<file path="config.mk">
export PLATFORM = sky130hd
export DESIGN_NAME = websocket_frame_deframer_unit_flat
export DESIGN_NICKNAME = d
export VERILOG_FILES = /design/src/design/wsd_pkg.sv /design/src/design/wsd_in_if.sv /design/src/design/wsd_out_if.sv /design/src/design/wsd_in_reg.sv /design/src/design/wsd_parser.sv /design/src/design/wsd_out_reg.sv /design/src/design/websocket_frame_deframer_unit.sv /design/src/flat_wrapper.sv
export SDC_FILE = /design/constraint.sdc
export NUM_CORES = 1
export LEC_CHECK = 0
export BUFFER_PORTS_ARGS = -buffer_cell sky130_fd_sc_hd__buf_4
export CORE_AREA = 8 8 306 219
export CTS_BUF_LIST = sky130_fd_sc_hd__clkbuf_8
export DETAILED_ROUTE_END_ITERATION = 7
export DIE_AREA = 0 0 314 227
export GPL_ROUTABILITY_DRIVEN = 0
export PLACE_DENSITY_LB_ADDON = 0.08
export SETUP_SLACK_MARGIN = 0.05
export SLEW_MARGIN = 20
export SYNTH_ARGS = -nofsm -noshare
export SYNTH_HDL_FRONTEND = slang
export SYNTH_SLANG_ARGS = --single-unit
</file>
<file path="constraint.sdc">
create_clock -name clk -period 6.8 [get_ports clk]
set_input_delay 0.34 -clock clk [delete_from_list [all_inputs] [get_ports clk]]
set_output_delay 0.34 -clock clk [all_outputs]
set_load 0.05 [all_outputs]
</file>
<file path="src/design/wsd_pkg.sv">
// shared types and constants for the websocket frame deframer
`default_nettype none

package wsd_pkg;

    typedef enum logic [2:0] {
        PH_HDR0  = 3'd0,
        PH_HDR1  = 3'd1,
        PH_EXT16 = 3'd2,
        PH_EXT64 = 3'd3,
        PH_MASK  = 3'd4,
        PH_BODY  = 3'd5,
        PH_DONE  = 3'd6
    } phase_t;

    typedef enum logic [1:0] {
        KIND_DATA  = 2'd0,
        KIND_EMPTY = 2'd1,
        KIND_ABORT = 2'd2
    } kind_t;

    typedef struct packed {
        kind_t       kind;
        logic [7:0]  payload_byte;
        logic        final_fragment;
        logic [3:0]  opcode;
        logic        is_masked;
        logic [63:0] frame_length;
        logic        last_of_payload;
    } res_t;

    localparam logic [6:0] LEN16_CODE  = 7'd126;
    localparam logic [6:0] LEN64_CODE  = 7'd127;
    localparam logic [3:0] EXT16_BYTES = 4'd2;
    localparam logic [3:0] EXT64_BYTES = 4'd8;
    localparam logic [3:0] MASK_BYTES  = 4'd4;

endpackage

`default_nettype wire

</file>
<file path="src/design/wsd_in_if.sv">
// received byte channel
`default_nettype none

interface wsd_in_if;
    logic       valid;
    logic       ready;
    logic [7:0] data_byte;
    logic       buffer_end;

    modport source (output valid, output data_byte, output buffer_end, input ready);
    modport sink (input valid, input data_byte, input buffer_end, output ready);
endinterface

`default_nettype wire

</file>
<file path="src/design/wsd_out_if.sv">
// decoded result channel
`default_nettype none

interface wsd_out_if;
    logic        valid;
    logic        ready;
    logic [1:0]  kind;
    logic [7:0]  payload_byte;
    logic        final_fragment;
    logic [3:0]  opcode;
    logic        is_masked;
    logic [63:0] frame_length;
    logic        last_of_payload;

    modport source (
        output valid, output kind, output payload_byte, output final_fragment,
        output opcode, output is_masked, output frame_length,
        output last_of_payload, input ready
    );
    modport sink (
        input valid, input kind, input payload_byte, input final_fragment,
        input opcode, input is_masked, input frame_length,
        input last_of_payload, output ready
    );
endinterface

`default_nettype wire

</file>
<file path="src/design/wsd_in_reg.sv">
// input register stage for received bytes
`default_nettype none

module wsd_in_reg (
    input  wire logic  clk,
    input  wire logic  rst_n,
    wsd_in_if.sink     rx,
    input  wire logic  take,
    output logic       held_valid,
    output logic [7:0] held_byte,
    output logic       held_end
);

    logic       valid_reg;
    logic       valid_next;
    logic [7:0] byte_reg;
    logic       end_reg;
    logic       load;

    assign rx.ready   = !valid_reg || take;
    assign load       = rx.valid && rx.ready;
    assign valid_next = load ? 1'b1 : (take ? 1'b0 : valid_reg);

    always_ff @(posedge clk or negedge rst_n)
    begin
        if (!rst_n)
        begin
            valid_reg <= 1'b0;
        end
        else
        begin
            valid_reg <= valid_next;
        end
    end

    always_ff @(posedge clk)
    begin
        if (load)
        begin
            byte_reg <= rx.data_byte;
            end_reg  <= rx.buffer_end;
        end
    end

    assign held_valid = valid_reg;
    assign held_byte  = byte_reg;
    assign held_end   = end_reg;

endmodule

`default_nettype wire

</file>
<file path="src/design/wsd_parser.sv">
// frame header decoder, unmasking and frame state
`default_nettype none

module wsd_parser
    import wsd_pkg::*;
#(
    parameter int LENGTH_BITS = 64
) (
    input  wire logic       clk,
    input  wire logic       rst_n,
    input  wire logic       fire,
    input  wire logic [7:0] data_byte,
    input  wire logic       buffer_end,
    output logic            res_valid,
    output res_t            res
);

    phase_t                   phase_reg, phase_next;
    logic [3:0]               hidx_reg, hidx_next;
    logic [LENGTH_BITS-1:0]   len_reg, len_next;
    logic [31:0]              key_reg, key_next;
    logic [LENGTH_BITS-1:0]   cnt_reg, cnt_next;
    logic                     fin_reg, fin_next;
    logic [3:0]               op_reg, op_next;
    logic                     masked_reg, masked_next;

    logic                     go_after;
    logic                     go_body;
    logic [7:0]               key_byte;
    logic [3:0]               need;
    kind_t                    res_kind;
    logic [7:0]               res_byte;
    logic                     res_last;

    always_comb
    begin
        case (cnt_reg[1:0])
            2'd0:    key_byte = key_reg[31:24];
            2'd1:    key_byte = key_reg[23:16];
            2'd2:    key_byte = key_reg[15:8];
            default: key_byte = key_reg[7:0];
        endcase
    end

    always_comb
    begin
        phase_next  = phase_reg;
        hidx_next   = hidx_reg;
        len_next    = len_reg;
        key_next    = key_reg;
        cnt_next    = cnt_reg;
        fin_next    = fin_reg;
        op_next     = op_reg;
        masked_next = masked_reg;
        go_after    = 1'b0;
        go_body     = 1'b0;
        res_valid   = 1'b0;
        res_kind    = KIND_DATA;
        res_byte    = 8'd0;
        res_last    = 1'b0;
        need        = (phase_reg == PH_EXT16) ? EXT16_BYTES : EXT64_BYTES;

        case (phase_reg)
            PH_HDR0:
            begin
                fin_next    = data_byte[7];
                op_next     = data_byte[3:0];
                masked_next = 1'b0;
                len_next    = '0;
                key_next    = '0;
                cnt_next    = '0;
                hidx_next   = '0;
                phase_next  = PH_HDR1;
            end
            PH_HDR1:
            begin
                masked_next = data_byte[7];
                hidx_next   = '0;
                len_next    = '0;
                if (data_byte[6:0] == LEN16_CODE)
                begin
                    phase_next = PH_EXT16;
                end
                else if (data_byte[6:0] == LEN64_CODE)
                begin
                    phase_next = PH_EXT64;
                end
                else
                begin
                    len_next = LENGTH_BITS'(data_byte[6:0]);
                    go_after = 1'b1;
                end
            end
            PH_EXT16, PH_EXT64:
            begin
                len_next  = {len_reg[LENGTH_BITS-9:0], data_byte};
                hidx_next = hidx_reg + 4'd1;
                if (hidx_next >= need)
                begin
                    go_after = 1'b1;
                end
            end
            PH_MASK:
            begin
                key_next  = {key_reg[23:0], data_byte};
                hidx_next = hidx_reg + 4'd1;
                if (hidx_next >= MASK_BYTES)
                begin
                    hidx_next = '0;
                    go_body   = 1'b1;
                end
            end
            PH_BODY:
            begin
                cnt_next  = cnt_reg + LENGTH_BITS'(1);
                res_valid = 1'b1;
                res_kind  = KIND_DATA;
                res_byte  = data_byte ^ (masked_reg ? key_byte : 8'd0);
                res_last  = (cnt_next == len_reg);
                if (res_last)
                begin
                    phase_next = PH_DONE;
                end
            end
            default:
            begin
                phase_next = PH_DONE;
            end
        endcase

        if (go_after)
        begin
            hidx_next = '0;
            if (masked_next)
            begin
                phase_next = PH_MASK;
            end
            else
            begin
                go_body = 1'b1;
            end
        end

        if (go_body)
        begin
            if (len_next == '0)
            begin
                phase_next = PH_DONE;
                res_valid  = 1'b1;
                res_kind   = KIND_EMPTY;
                res_byte   = 8'd0;
                res_last   = 1'b1;
            end
            else
            begin
                cnt_next   = '0;
                phase_next = PH_BODY;
            end
        end

        if (buffer_end)
        begin
            if (phase_next != PH_DONE)
            begin
                res_valid = 1'b1;
                res_kind  = KIND_ABORT;
                res_byte  = 8'd0;
                res_last  = 1'b0;
            end
            phase_next = PH_HDR0;
            hidx_next  = '0;
        end
    end

    assign res.kind            = res_kind;
    assign res.payload_byte    = res_byte;
    assign res.final_fragment  = fin_next;
    assign res.opcode          = op_next;
    assign res.is_masked       = masked_next;
    assign res.frame_length    = 64'(len_next);
    assign res.last_of_payload = res_last;

    always_ff @(posedge clk or negedge rst_n)
    begin
        if (!rst_n)
        begin
            phase_reg  <= PH_HDR0;
            hidx_reg   <= '0;
            len_reg    <= '0;
            key_reg    <= '0;
            cnt_reg    <= '0;
            fin_reg    <= 1'b0;
            op_reg     <= '0;
            masked_reg <= 1'b0;
        end
        else if (fire)
        begin
            phase_reg  <= phase_next;
            hidx_reg   <= hidx_next;
            len_reg    <= len_next;
            key_reg    <= key_next;
            cnt_reg    <= cnt_next;
            fin_reg    <= fin_next;
            op_reg     <= op_next;
            masked_reg <= masked_next;
        end
    end

endmodule

`default_nettype wire

</file>
<file path="src/design/wsd_out_reg.sv">
// result register driving the output channel
`default_nettype none

module wsd_out_reg
    import wsd_pkg::*;
(
    input  wire logic  clk,
    input  wire logic  rst_n,
    input  wire logic  load,
    input  wire res_t  res,
    output logic       space,
    wsd_out_if.source  result
);

    logic valid_reg;
    logic valid_next;
    res_t res_reg;

    assign space      = !valid_reg || result.ready;
    assign valid_next = load ? 1'b1 : (result.ready ? 1'b0 : valid_reg);

    always_ff @(posedge clk or negedge rst_n)
    begin
        if (!rst_n)
        begin
            valid_reg <= 1'b0;
        end
        else
        begin
            valid_reg <= valid_next;
        end
    end

    always_ff @(posedge clk)
    begin
        if (load)
        begin
            res_reg <= res;
        end
    end

    assign result.valid           = valid_reg;
    assign result.kind            = res_reg.kind;
    assign result.payload_byte    = res_reg.payload_byte;
    assign result.final_fragment  = res_reg.final_fragment;
    assign result.opcode          = res_reg.opcode;
    assign result.is_masked       = res_reg.is_masked;
    assign result.frame_length    = res_reg.frame_length;
    assign result.last_of_payload = res_reg.last_of_payload;

endmodule

`default_nettype wire

</file>
<file path="src/design/websocket_frame_deframer_unit.sv">
// websocket frame deframer top level
//
//  channel  dir  handshake     item
//  rx       in   valid/ready   data_byte, buffer_end
//  result   out  valid/ready   kind, payload_byte, header fields, last_of_payload
//
// one byte per clock sustained while result is not stalled; the byte waits in the input register
// input register, single-pass decode, then result register
// a byte is decoded only when the result register is free or being emptied
// rst_n clears the frame state to expect a first header byte
`default_nettype none

module websocket_frame_deframer_unit
    import wsd_pkg::*;
#(
    parameter int LENGTH_BITS = 64
) (
    input  wire logic  clk,
    input  wire logic  rst_n,
    wsd_in_if.sink     rx,
    wsd_out_if.source  result
);

    logic       held_valid;
    logic [7:0] held_byte;
    logic       held_end;
    logic       space;
    logic       fire;
    logic       res_valid;
    res_t       res;

    assign fire = held_valid && space;

    wsd_in_reg u_in_reg (
        .clk        (clk),
        .rst_n      (rst_n),
        .rx         (rx),
        .take       (fire),
        .held_valid (held_valid),
        .held_byte  (held_byte),
        .held_end   (held_end)
    );

    wsd_parser #(
        .LENGTH_BITS (LENGTH_BITS)
    ) u_parser (
        .clk        (clk),
        .rst_n      (rst_n),
        .fire       (fire),
        .data_byte  (held_byte),
        .buffer_end (held_end),
        .res_valid  (res_valid),
        .res        (res)
    );

    wsd_out_reg u_out_reg (
        .clk    (clk),
        .rst_n  (rst_n),
        .load   (fire && res_valid),
        .res    (res),
        .space  (space),
        .result (result)
    );

endmodule

`default_nettype wire
</file>
<file path="src/flat_wrapper.sv">
// flat-port wrapper written by rule: the top's interface ports become plain ports
module websocket_frame_deframer_unit_flat import wsd_pkg::*;
#(
    parameter int LENGTH_BITS = 64
)
  (clk, rst_n, rx_valid, rx_data_byte, rx_buffer_end, rx_ready, result_valid, result_kind, result_payload_byte, result_final_fragment, result_opcode, result_is_masked, result_frame_length, result_last_of_payload, result_ready);
  wsd_in_if rx_i ();
  wsd_out_if result_i ();
  input  wire logic clk;
  input  wire logic rst_n;
  input wire logic [$bits(rx_i.valid)-1:0] rx_valid;
  input wire logic [$bits(rx_i.data_byte)-1:0] rx_data_byte;
  input wire logic [$bits(rx_i.buffer_end)-1:0] rx_buffer_end;
  output wire logic [$bits(rx_i.ready)-1:0] rx_ready;
  output wire logic [$bits(result_i.valid)-1:0] result_valid;
  output wire logic [$bits(result_i.kind)-1:0] result_kind;
  output wire logic [$bits(result_i.payload_byte)-1:0] result_payload_byte;
  output wire logic [$bits(result_i.final_fragment)-1:0] result_final_fragment;
  output wire logic [$bits(result_i.opcode)-1:0] result_opcode;
  output wire logic [$bits(result_i.is_masked)-1:0] result_is_masked;
  output wire logic [$bits(result_i.frame_length)-1:0] result_frame_length;
  output wire logic [$bits(result_i.last_of_payload)-1:0] result_last_of_payload;
  input wire logic [$bits(result_i.ready)-1:0] result_ready;
  assign rx_i.valid = rx_valid;
  assign rx_i.data_byte = rx_data_byte;
  assign rx_i.buffer_end = rx_buffer_end;
  assign rx_ready = rx_i.ready;
  assign result_valid = result_i.valid;
  assign result_kind = result_i.kind;
  assign result_payload_byte = result_i.payload_byte;
  assign result_final_fragment = result_i.final_fragment;
  assign result_opcode = result_i.opcode;
  assign result_is_masked = result_i.is_masked;
  assign result_frame_length = result_i.frame_length;
  assign result_last_of_payload = result_i.last_of_payload;
  assign result_i.ready = result_ready;
  websocket_frame_deframer_unit #(.LENGTH_BITS(LENGTH_BITS)) u_core (.clk(clk), .rst_n(rst_n), .rx(rx_i), .result(result_i));
endmodule
</file>
==> results of run 1 <==
final timing paths:
check                                           startpoint                                        to  slack (ps)  cells past startpoint
min in group asynchronous                            rst_n               u_core.u_parser.key_reg[17]         330                      2
worst max-delay path            u_core.u_parser.cnt_reg[0]  u_core.u_out_reg.result.frame_length[60]        1300                     12
worst min register to register   u_core.u_parser.op_reg[1]                 u_core.u_parser.op_reg[1]         470                      2
worst min-delay path                          result_ready             u_core.u_out_reg.result.valid          60                      3
max in group asynchronous                            rst_n               u_core.u_parser.cnt_reg[28]        5070                      3
worst max register to register  u_core.u_parser.cnt_reg[0]  u_core.u_out_reg.result.frame_length[60]        1300                     12
worst min-delay path, delay by kind of cell:
family	cells	cell delay, ps
buf+inv	1	80
simple gates	2	200
cell type report:
| cell class | count | area [µm²] | share of cell area |
|---|---|---|---|
| diodes | 1 | 2.50 | 0.000140 |
| repair buffers | 134 | 1050 | 0.0590 |
| clock inverters | 30 | 161 | 0.00903 |
| flip-flops and latches | 265 | 7090 | 0.396 |
| multi-input cells | 1285 | 7720 | 0.432 |
| well taps | 829 | 1040 | 0.0580 |
| clock buffers | 56 | 771 | 0.0431 |
| inverters | 13 | 48.8 | 0.00273 |
kinds of logic (layout without fill, tap and decap cells):
group                    Yosys count  after routing  share of synthesized area
AND/OR/NAND/NOR                  733            733                      0.236
XOR/XNOR                         102            102                     0.0581
buffers and inverters            144            233                     0.0386
AO/OA/AOI/OAI                    374            374                      0.150
adder cells (fa/ha/maj)            8              8                    0.00651
flip-flops                       265            265                      0.461
multiplexers                      68             68                     0.0498
other                              0              1                          0
routing by layer:
layer,share of wire,global-route usage,vias to the layer above
li1,-,-,6270
met4,0.021,0.0419,2
met3,0.080,0.0497,90
met1,0.52,0.286,6698
met5,0.00030,0,-
met2,0.37,0.234,460
where the power goes:
group | total, mW | internal, mW | switching [mW]
combinational | 2.45 | 0.671 | 1.78
sequential | 2.32 | 2.00 | 0.320
clock | 1.53 | 0.786 | 0.741
cells in the mapped netlist (8+ instances only):
library cell  instances  area [µm²]
a21oi_1              32         160
mux2_2               67         754
a22o_1               31         272
clkbuf_1             89         334
nor2_1              107         402
nand3_1              46         230
or3_1                13        81.3
edfxtp_1             90        2700
xnor2_1              58         508
and2_1               10        62.6
nand4_1              52         325
dfrtp_1             175        4380
nor4_1               28         175
nor3_1               56         280
and4_1               11        96.3
xor2_1               44         385
a222oi_1              8        80.1
buf_2                24         120
and3_1               21         131
inv_1                13        48.8
nand2_1             312        1170
o21ai_0             204        1020
o31ai_1              23         173
ha_1                  8         100
or4_1                13        97.6
buf_1                12        45.0
nand2b_1              8        50.1
timing repair:
item	4_1_cts	5_1_grt
hold endpoints to repair	87	0
hold buffers	12	0
buffers inserted	0	0
==> impl_metrics.csv, run 1 <==
group,metric,value,unit
sta,worst_pin_slew,1030,ps
final_layout,final_core_util,0.287,
critical_path,crit_path_max_fanout,43,
power,power,6.30,mW
sta,rsz0062_at_grt,"false",
die,chipHeight,227,µm
clock_network,htreeDepth,2,
sta,setup_viol,0,
critical_path,cp-end-kind,"flip-flop",
global_route,grt_pass1_vias,13100,
placement,portBuffers,95,
placement,place_inst,2514,
final_layout,drive_above_1_share,0.158,
sta,hold_viol,0,
synth,synth_seq_area_share,0.461,
route,first_pass_iters,6,
synth,syn-instance-count,1694,
clock_network,clk_pin_slew,60,ps
sta,hold_ws,56.8,ps
synth,ys_types,73,
critical_path,critPathKind,"reg -> reg",
final_layout,fillerInstances,6542,
placement,post-dp-hpwl,47400,µm
sta,fin_ws,1300,ps
route,drc,0,
die,core_area,62300,µm²
global_route,grt_antenna_before_repair,2,
sta,fin_tns_setup,0,ps
sta,fin_crit_sh,0.808,
final_layout,stdcell_area,17900,µm²
route,via_per_inst,5.17,
critical_path,cpLargestDelayFamily,"simple AND/OR/NAND/NOR gates",
synth,avgSynthCellArea,9.07,µm²
job,max_cap_viol_count,0,
final_layout,layout_commonest_cell,"nand2_1",
route,vias,13500,
critical_path,required,7080,ps
die,dieWidth,314,µm
power,p_leak,7.11,nW
critical_path,cp.arrival,5780,ps
synth,ys_warn_count,0,
clock_network,cts-root-buf,"clkbuf_8",
sta,slew_viol_final,0,
route,wl_per_cell,25.2,µm
global_route,globalRouteOverflowTotal,0,
clock_network,clkSinkCount,265,
synth,synthArstFlopShare,0.660,
synth,synth-edff-count,90,
die,rows,77,
sta,fmax,0.182,GHz
power,ir_worst_vdd,0.176,mV
route,wl,65700,µm
global_route,grt_pass1_wl,96100,µm
die,die_area,71300,µm²
critical_path,startpoint_type,"flip-flop",
synth,synth_nets,1715,
global_route,grt_usage,0.181,
placement,place_ws,1480,ps
clock_network,cts_resized,0,
route,drtIter0Drc,1461,
critical_path,cp_num_buf_inv,1,
clock_network,insertion_delay,640,ps
die,start_util,0.247,
die,io_pins,96,
synth,synthFlopType,"dfrtp_1",
final_layout,stdcell_count,2613,
sta,skew,53.1,ps
clock_network,cts_tree,"yes",
clock_network,clock_path_buffers,3,
placement,dpl_cell_area,16800,µm²
critical_path,critical_path.cell_chain,"ha_1 -> nand3_1 -> or3_1 -> nor4_1 -> xnor2_1 -> nand2_1 -> nor4bb_1 -> and4_1 -> a311oi_2 -> nor2_1 -> nor2_4 -> buf_12",
critical_path,cpMaxStageDelayCell,"nor4_1",
clock_network,numCtsBuffers,48,
global_route,grt_max_degree,80,
sta,fin_crit,5500,ps
synth,ys_ff_latch,265,
final_layout,area_delta_synth_final,16.4,%
sta,max-slew-margin-rel,0.305,
worst_hold_path,min_path_type,"in -> reg",
synth,netlist_area,15400,µm²
route,ant_nets,0,
power,power_density,352,nW/µm²
outcome,status,"completed",
final_layout,fin_nets,1768,
final_layout,final_cell_mix,"311 x nand2_1, 204 x o21ai_0, 173 x dfrtp_1",
critical_path,max_stage_delay,850,ps
No activity file was read; power rests on OpenSTA's default activity.
==> run 2: changes to the inputs <==
==> constraint.sdc (replaced) <==
create_clock -name clk -period 5.06 [get_ports clk]
set_input_delay 0.253 -clock clk [delete_from_list [all_inputs] [get_ports clk]]
set_output_delay 0.253 -clock clk [all_outputs]
set_load 0.05 [all_outputs]
==> run 2 against run 1 <==
  * Setup slack worse by 870 ps
  * Highest routed layer is now met4
  * Sequential power is 30% higher
  * First-iteration DRC count up 13%
  * Non-clock buffer count rose by 47
  * Sequential cell count did not move
  * Wire length hardly changed
  * Critical path depth up 2
==> impl_metrics.csv, run 2 (synthesis gave the netlist of run 1 again) <==
group,metric,value,unit
clock_network,cts_tree,"yes",
route,first_pass_iters,6,
route,wl,65700,µm
clock_network,insertion_delay,640,ps
clock_network,cts-root-buf,"clkbuf_8",
die,core_area,62300,µm²
power,power,8.42,mW
sta,setup_viol,0,
outcome,status,"completed",
final_layout,seqCellArea,7090,µm²
critical_path,max_stage_delay,540,ps
critical_path,cpMaxStageDelayCell,"dfrtp_1",
global_route,grt_pass1_wl,96700,µm
clock_network,clock_path_buffers,3,
worst_hold_path,min_path_type,"in -> async",
global_route,grt_pass1_vias,13500,
critical_path,crit_path_max_fanout,28,
placement,post-dp-hpwl,48400,µm
global_route,grt_max_degree,99,
power,ir_worst_vdd,0.287,mV
die,io_pins,96,
final_layout,layout_commonest_cell,"nand2_1",
critical_path,critPathKind,"reg -> reg",
clock_network,numCtsBuffers,48,
clock_network,clkSinkCount,265,
global_route,grt_antenna_before_repair,2,
die,chipHeight,227,µm
sta,max-slew-margin-rel,0.330,
die,die_area,71300,µm²
global_route,grt.busiest_layer,"met1",
sta,fin_tns_setup,0,ps
die,rows,77,
final_layout,final_core_util,0.292,
final_layout,fin_nets,1815,
critical_path,cp-end-kind,"flip-flop",
sta,rsz0062_at_grt,"false",
placement,portBuffers,95,
route,wl_per_cell,24.7,µm
final_layout,drive_above_1_share,0.176,
route,drc,0,
job,max_cap_viol_count,0,
final_layout,fillerInstances,6575,
sta,fin_crit,4630,ps
final_layout,area_delta_synth_final,18.5,%
sta,skew,38.7,ps
sta,worst_pin_slew,1000,ps
critical_path,rr_worst_depth,14,
power,p_leak,7.32,nW
final_layout,final_cell_mix,"311 x nand2_1, 204 x o21ai_0, 173 x dfrtp_1",
clock_network,cts_resized,0,
route,ant_nets,0,
critical_path,startpoint_type,"flip-flop",
critical_path,required,5380,ps
sta,slew_viol_final,0,
route,drtIter0Drc,1647,
sta,fin_crit_sh,0.914,
global_route,grt_use_met2,0.241,
sta,fmax,0.216,GHz
die,start_util,0.247,
global_route,grt_usage,0.181,
clock_network,ctsHoldBuffers,13,
placement,place_inst,2560,
critical_path,critical_path.cell_chain,"nand4_2 -> buf_4 -> nor4_4 -> nand2_1 -> nor4_2 -> buf_4 -> xnor2_1 -> nor4_1 -> and4_1 -> a311oi_2 -> nor2_1 -> nor2_4 -> buf_12 -> buf_12",
global_route,use_met3,0.0395,
global_route,use_met1,0.288,
final_layout,multi_input_area,7720,µm²
critical_path,cp.arrival,4940,ps
die,dieWidth,314,µm
route,vias,13800,
clock_network,htreeDepth,2,
sta,hold_ws,201,ps
power,power_density,462,nW/µm²
clock_network,postCtsSetupBuffers,0,
final_layout,stdcell_count,2662,
sta,hold_viol,0,
route,via_per_inst,5.18,
global_route,globalRouteOverflowTotal,0,
clock_network,clk_pin_slew,60,ps
## run 2: cell types whose count changed in the layout (fill, tap and decap cells not counted), sizes merged
cell / previous run / this run
buf: 121 / 167
clkbuf: 57 / 51
clkinv: 8 / 14
clkinvlp: 1 / 2
dlygate4sd3: 12 / 13
inv: 33 / 34
## run 2: metrics by stage
| step | worst slack (ps) | area (µm²) |
|---|---|---|
| detailed placement | 442 | 17200 |
| global route | 68.1 | 18200 |
| finish | 433 | 18200 |
| CTS | 417 | 18200 |
| floorplan | 561 | 15400 |
| global placement | 384 | 17200 |
## run 2: worst max-delay path, delay by kind of cell, from the launching register on
kind / cells / cell delay, ps
buffers and inverters: 4 / 890
DFF: 1 / 540
AOI/OAI and AO/OA: 1 / 520
xor gates and xnor gates: 1 / 200
and+or+nand+nor: 8 / 2140
## run 2: layer usage
layer  wire (µm)  share of wire
met4        1460          0.022
met5           0              0
met3        5230          0.080
met2       24900           0.38
met1       34100           0.52
## run 2: path summary, 6_finish.rpt
| kind | startpoint | endpoint | slack [ps] |
|---|---|---|---|
| worst max register to register | u_core.u_parser.cnt_reg[3] | u_core.u_out_reg.result.frame_length[44] | 430 |
| worst max-delay path | u_core.u_parser.cnt_reg[3] | u_core.u_out_reg.result.frame_length[44] | 430 |
| max in group asynchronous | rst_n | u_core.u_parser.phase_reg[2] | 3760 |
| min in group clk | rx_data_byte[3] | u_core.u_in_reg.held_byte[3] | 340 |
| worst min register to register | u_core.u_parser.op_reg[0] | u_core.u_parser.op_reg[0] | 470 |
| worst min-delay path | rst_n | u_core.u_parser.key_reg[18] | 200 |
## run 2: cell type report
cell class	count	area share
Multi-Input combinational cell	1285	0.424
Sequential cell	265	0.389
Timing Repair Buffer	181	0.0788
Tap cell	829	0.0570
Clock buffer	50	0.0378
Clock inverter	38	0.0107
Inverter	13	0.00268
Antenna cell	1	0.000137
## run 2: power breakdown
group / total (mW) / internal [mW] / switching, mW
sequential: 3.02 / 2.69 / 0.335
combinational: 3.45 / 0.965 / 2.49
clock: 1.95 / 0.969 / 0.980
==> run 3: changes to the inputs <==
==> constraint.sdc (replaced) <==
create_clock -name clk -period 5.4 [get_ports clk]
set_input_delay 0.27 -clock clk [delete_from_list [all_inputs] [get_ports clk]]
set_output_delay 0.27 -clock clk [all_outputs]
set_load 0.05 [all_outputs]
==> run 3 against run 2 <==
  * Combinational power fell by 7.5%
  * Setup slack improved by 56 ps
  * First-iteration DRC count fell by 16%
  * Wire length rose by 0.38%
  * Sequential share of layout area rose by 0.23 points
  * Non-clock buffer count fell by 20
==> impl_metrics.csv, run 3 (synthesis gave the netlist of run 1 again) <==
group,metric,value,unit
outcome,status,"completed",
clock_network,clkSinkCount,265,
clock_network,cts_tree,"yes",
route,wl_per_cell,25.0,µm
placement,portBuffers,95,
clock_network,numCtsBuffers,47,
sta,slew_viol_final,0,
power,p_leak,7.25,nW
final_layout,final_cell_mix,"311 x nand2_1, 204 x o21ai_0, 173 x dfrtp_1",
power,power_density,443,nW/µm²
global_route,grt_pass1_wl,96500,µm
sta,fmax,0.204,GHz
sta,hold_ws,267,ps
sta,fin_tns_setup,0,ps
sta,fin_crit,4910,ps
final_layout,seqCellArea,7090,µm²
worst_hold_path,min_path_type,"in -> async",
route,vias,14000,
die,dieWidth,314,µm
power,power,8.02,mW
final_layout,fin_nets,1794,
clock_network,htreeDepth,2,
critical_path,cp.arrival,5170,ps
sta,fin_crit_sh,0.909,
clock_network,cts-root-buf,"clkbuf_8",
global_route,grt_usage,0.181,
final_layout,drive_above_1_share,0.172,
critical_path,required,5660,ps
die,core_area,62300,µm²
die,chipHeight,227,µm
clock_network,cts_resized,0,
clock_network,clk_pin_slew,60,ps
critical_path,cp-end-kind,"flip-flop",
route,drtIter0Drc,1381,
final_layout,area_delta_synth_final,17.8,%
route,ant_nets,0,
die,start_util,0.247,
route,wl,65900,µm
die,rows,77,
clock_network,insertion_delay,640,ps
global_route,globalRouteOverflowTotal,0,
critical_path,critPathKind,"reg -> reg",
sta,worst_pin_slew,1030,ps
sta,rsz0062_at_grt,"false",
route,drc,0,
die,die_area,71300,µm²
sta,fin_ws,489,ps
die,io_pins,96,
route,first_pass_iters,5,
critical_path,startpoint_type,"flip-flop",
final_layout,final_core_util,0.290,
global_route,grt_antenna_before_repair,0,
global_route,grt_pass1_vias,13400,
sta,setup_viol,0,
sta,hold_viol,0,
sta,skew,40.2,ps
final_layout,layout_commonest_cell,"nand2_1",
route,via_per_inst,5.29,
final_layout,multi_input_area,7720,µm²
power,ir_worst_vdd,0.300,mV
critical_path,crit_path_max_fanout,81,
placement,place_ws,630,ps
global_route,grt_max_degree,92,
placement,post-dp-hpwl,48200,µm
final_layout,fillerInstances,6614,
job,max_cap_viol_count,0,
sta,max-slew-margin-rel,0.315,
clock_network,clock_path_buffers,3,
==> run 3: cell count changes in the layout (fill, tap and decap cells not counted), sizes merged <==
cell / before / now
buf: 167 / 147
bufinv: 1 / 2
clkbuf: 51 / 54
clkinv: 14 / 15
clkinvlp: 2 / 0
inv: 34 / 30
==> run 3: timing repair <==
action | CTS | global route
buffers inserted | 0 | 0
hold endpoints to repair | 100 | 0
hold buffers | 13 | 0
==> run 3: layout make-up <==
cell class / instances / area share
Multi-Input combinational cell: 1285 / 0.426
Sequential cell: 265 / 0.391
Timing Repair Buffer: 161 / 0.0703
Tap cell: 829 / 0.0573
Clock buffer: 53 / 0.0403
Clock inverter: 34 / 0.0115
Inverter: 13 / 0.00270
Antenna cell: 1 / 0.000138
==> run 3: critical path, stage by stage (launching register included) <==
cell	delay [ps]
dfrtp_1	530
nand4_2	360
or4_1	820
nor4_2	580
and2_1	270
xnor2_1	190
and4_1	240
nor4b_1	160
a311oi_2	600
nor2_1	150
nor2_4	130
buf_12	290
==> run 3: final timing paths <==
check	from	endpoint	cells past startpoint	slack, ps
min in group clk	rx_data_byte[2]	u_core.u_in_reg.held_byte[2]	2	350
min reg2reg	u_core.u_parser.op_reg[2]	u_core.u_parser.op_reg[2]	2	470
min	rst_n	u_core.u_parser.key_reg[17]	2	270
max in group asynchronous	rst_n	u_core.u_parser.cnt_reg[9]	3	3840
max	u_core.u_parser.cnt_reg[3]	u_core.u_out_reg.result.frame_length[63]	11	490
max reg2reg	u_core.u_parser.cnt_reg[3]	u_core.u_out_reg.result.frame_length[63]	11	490
==> run 3: power breakdown <==
part           internal, mW  switching, mW
sequential             2.52          0.358
combinational         0.880           2.31
clock                  1.00          0.947
total                  4.40           3.61
==> run 3: stage by stage <==
step | instance area [µm²] | cells
2_1_floorplan | 15400 | 1694
3_3_place_gp | 17000 | 2540
3_5_place_dp | 17000 | 2540
4_1_cts | 18100 | 2640
5_1_grt | 18100 | 2640
6_report | 18100 | 2641
==> run 3: routing by layer <==
| metal | GRT usage | wire, µm | vias to the layer above |
|---|---|---|---|
| met2 | 0.240 | 25000 | 554 |
| met3 | 0.0352 | 4910 | 96 |
| met5 | 0 | 0 | - |
| li1 | - | - | 6332 |
| met1 | 0.290 | 34700 | 7002 |
| met4 | 0.0413 | 1320 | 0 |
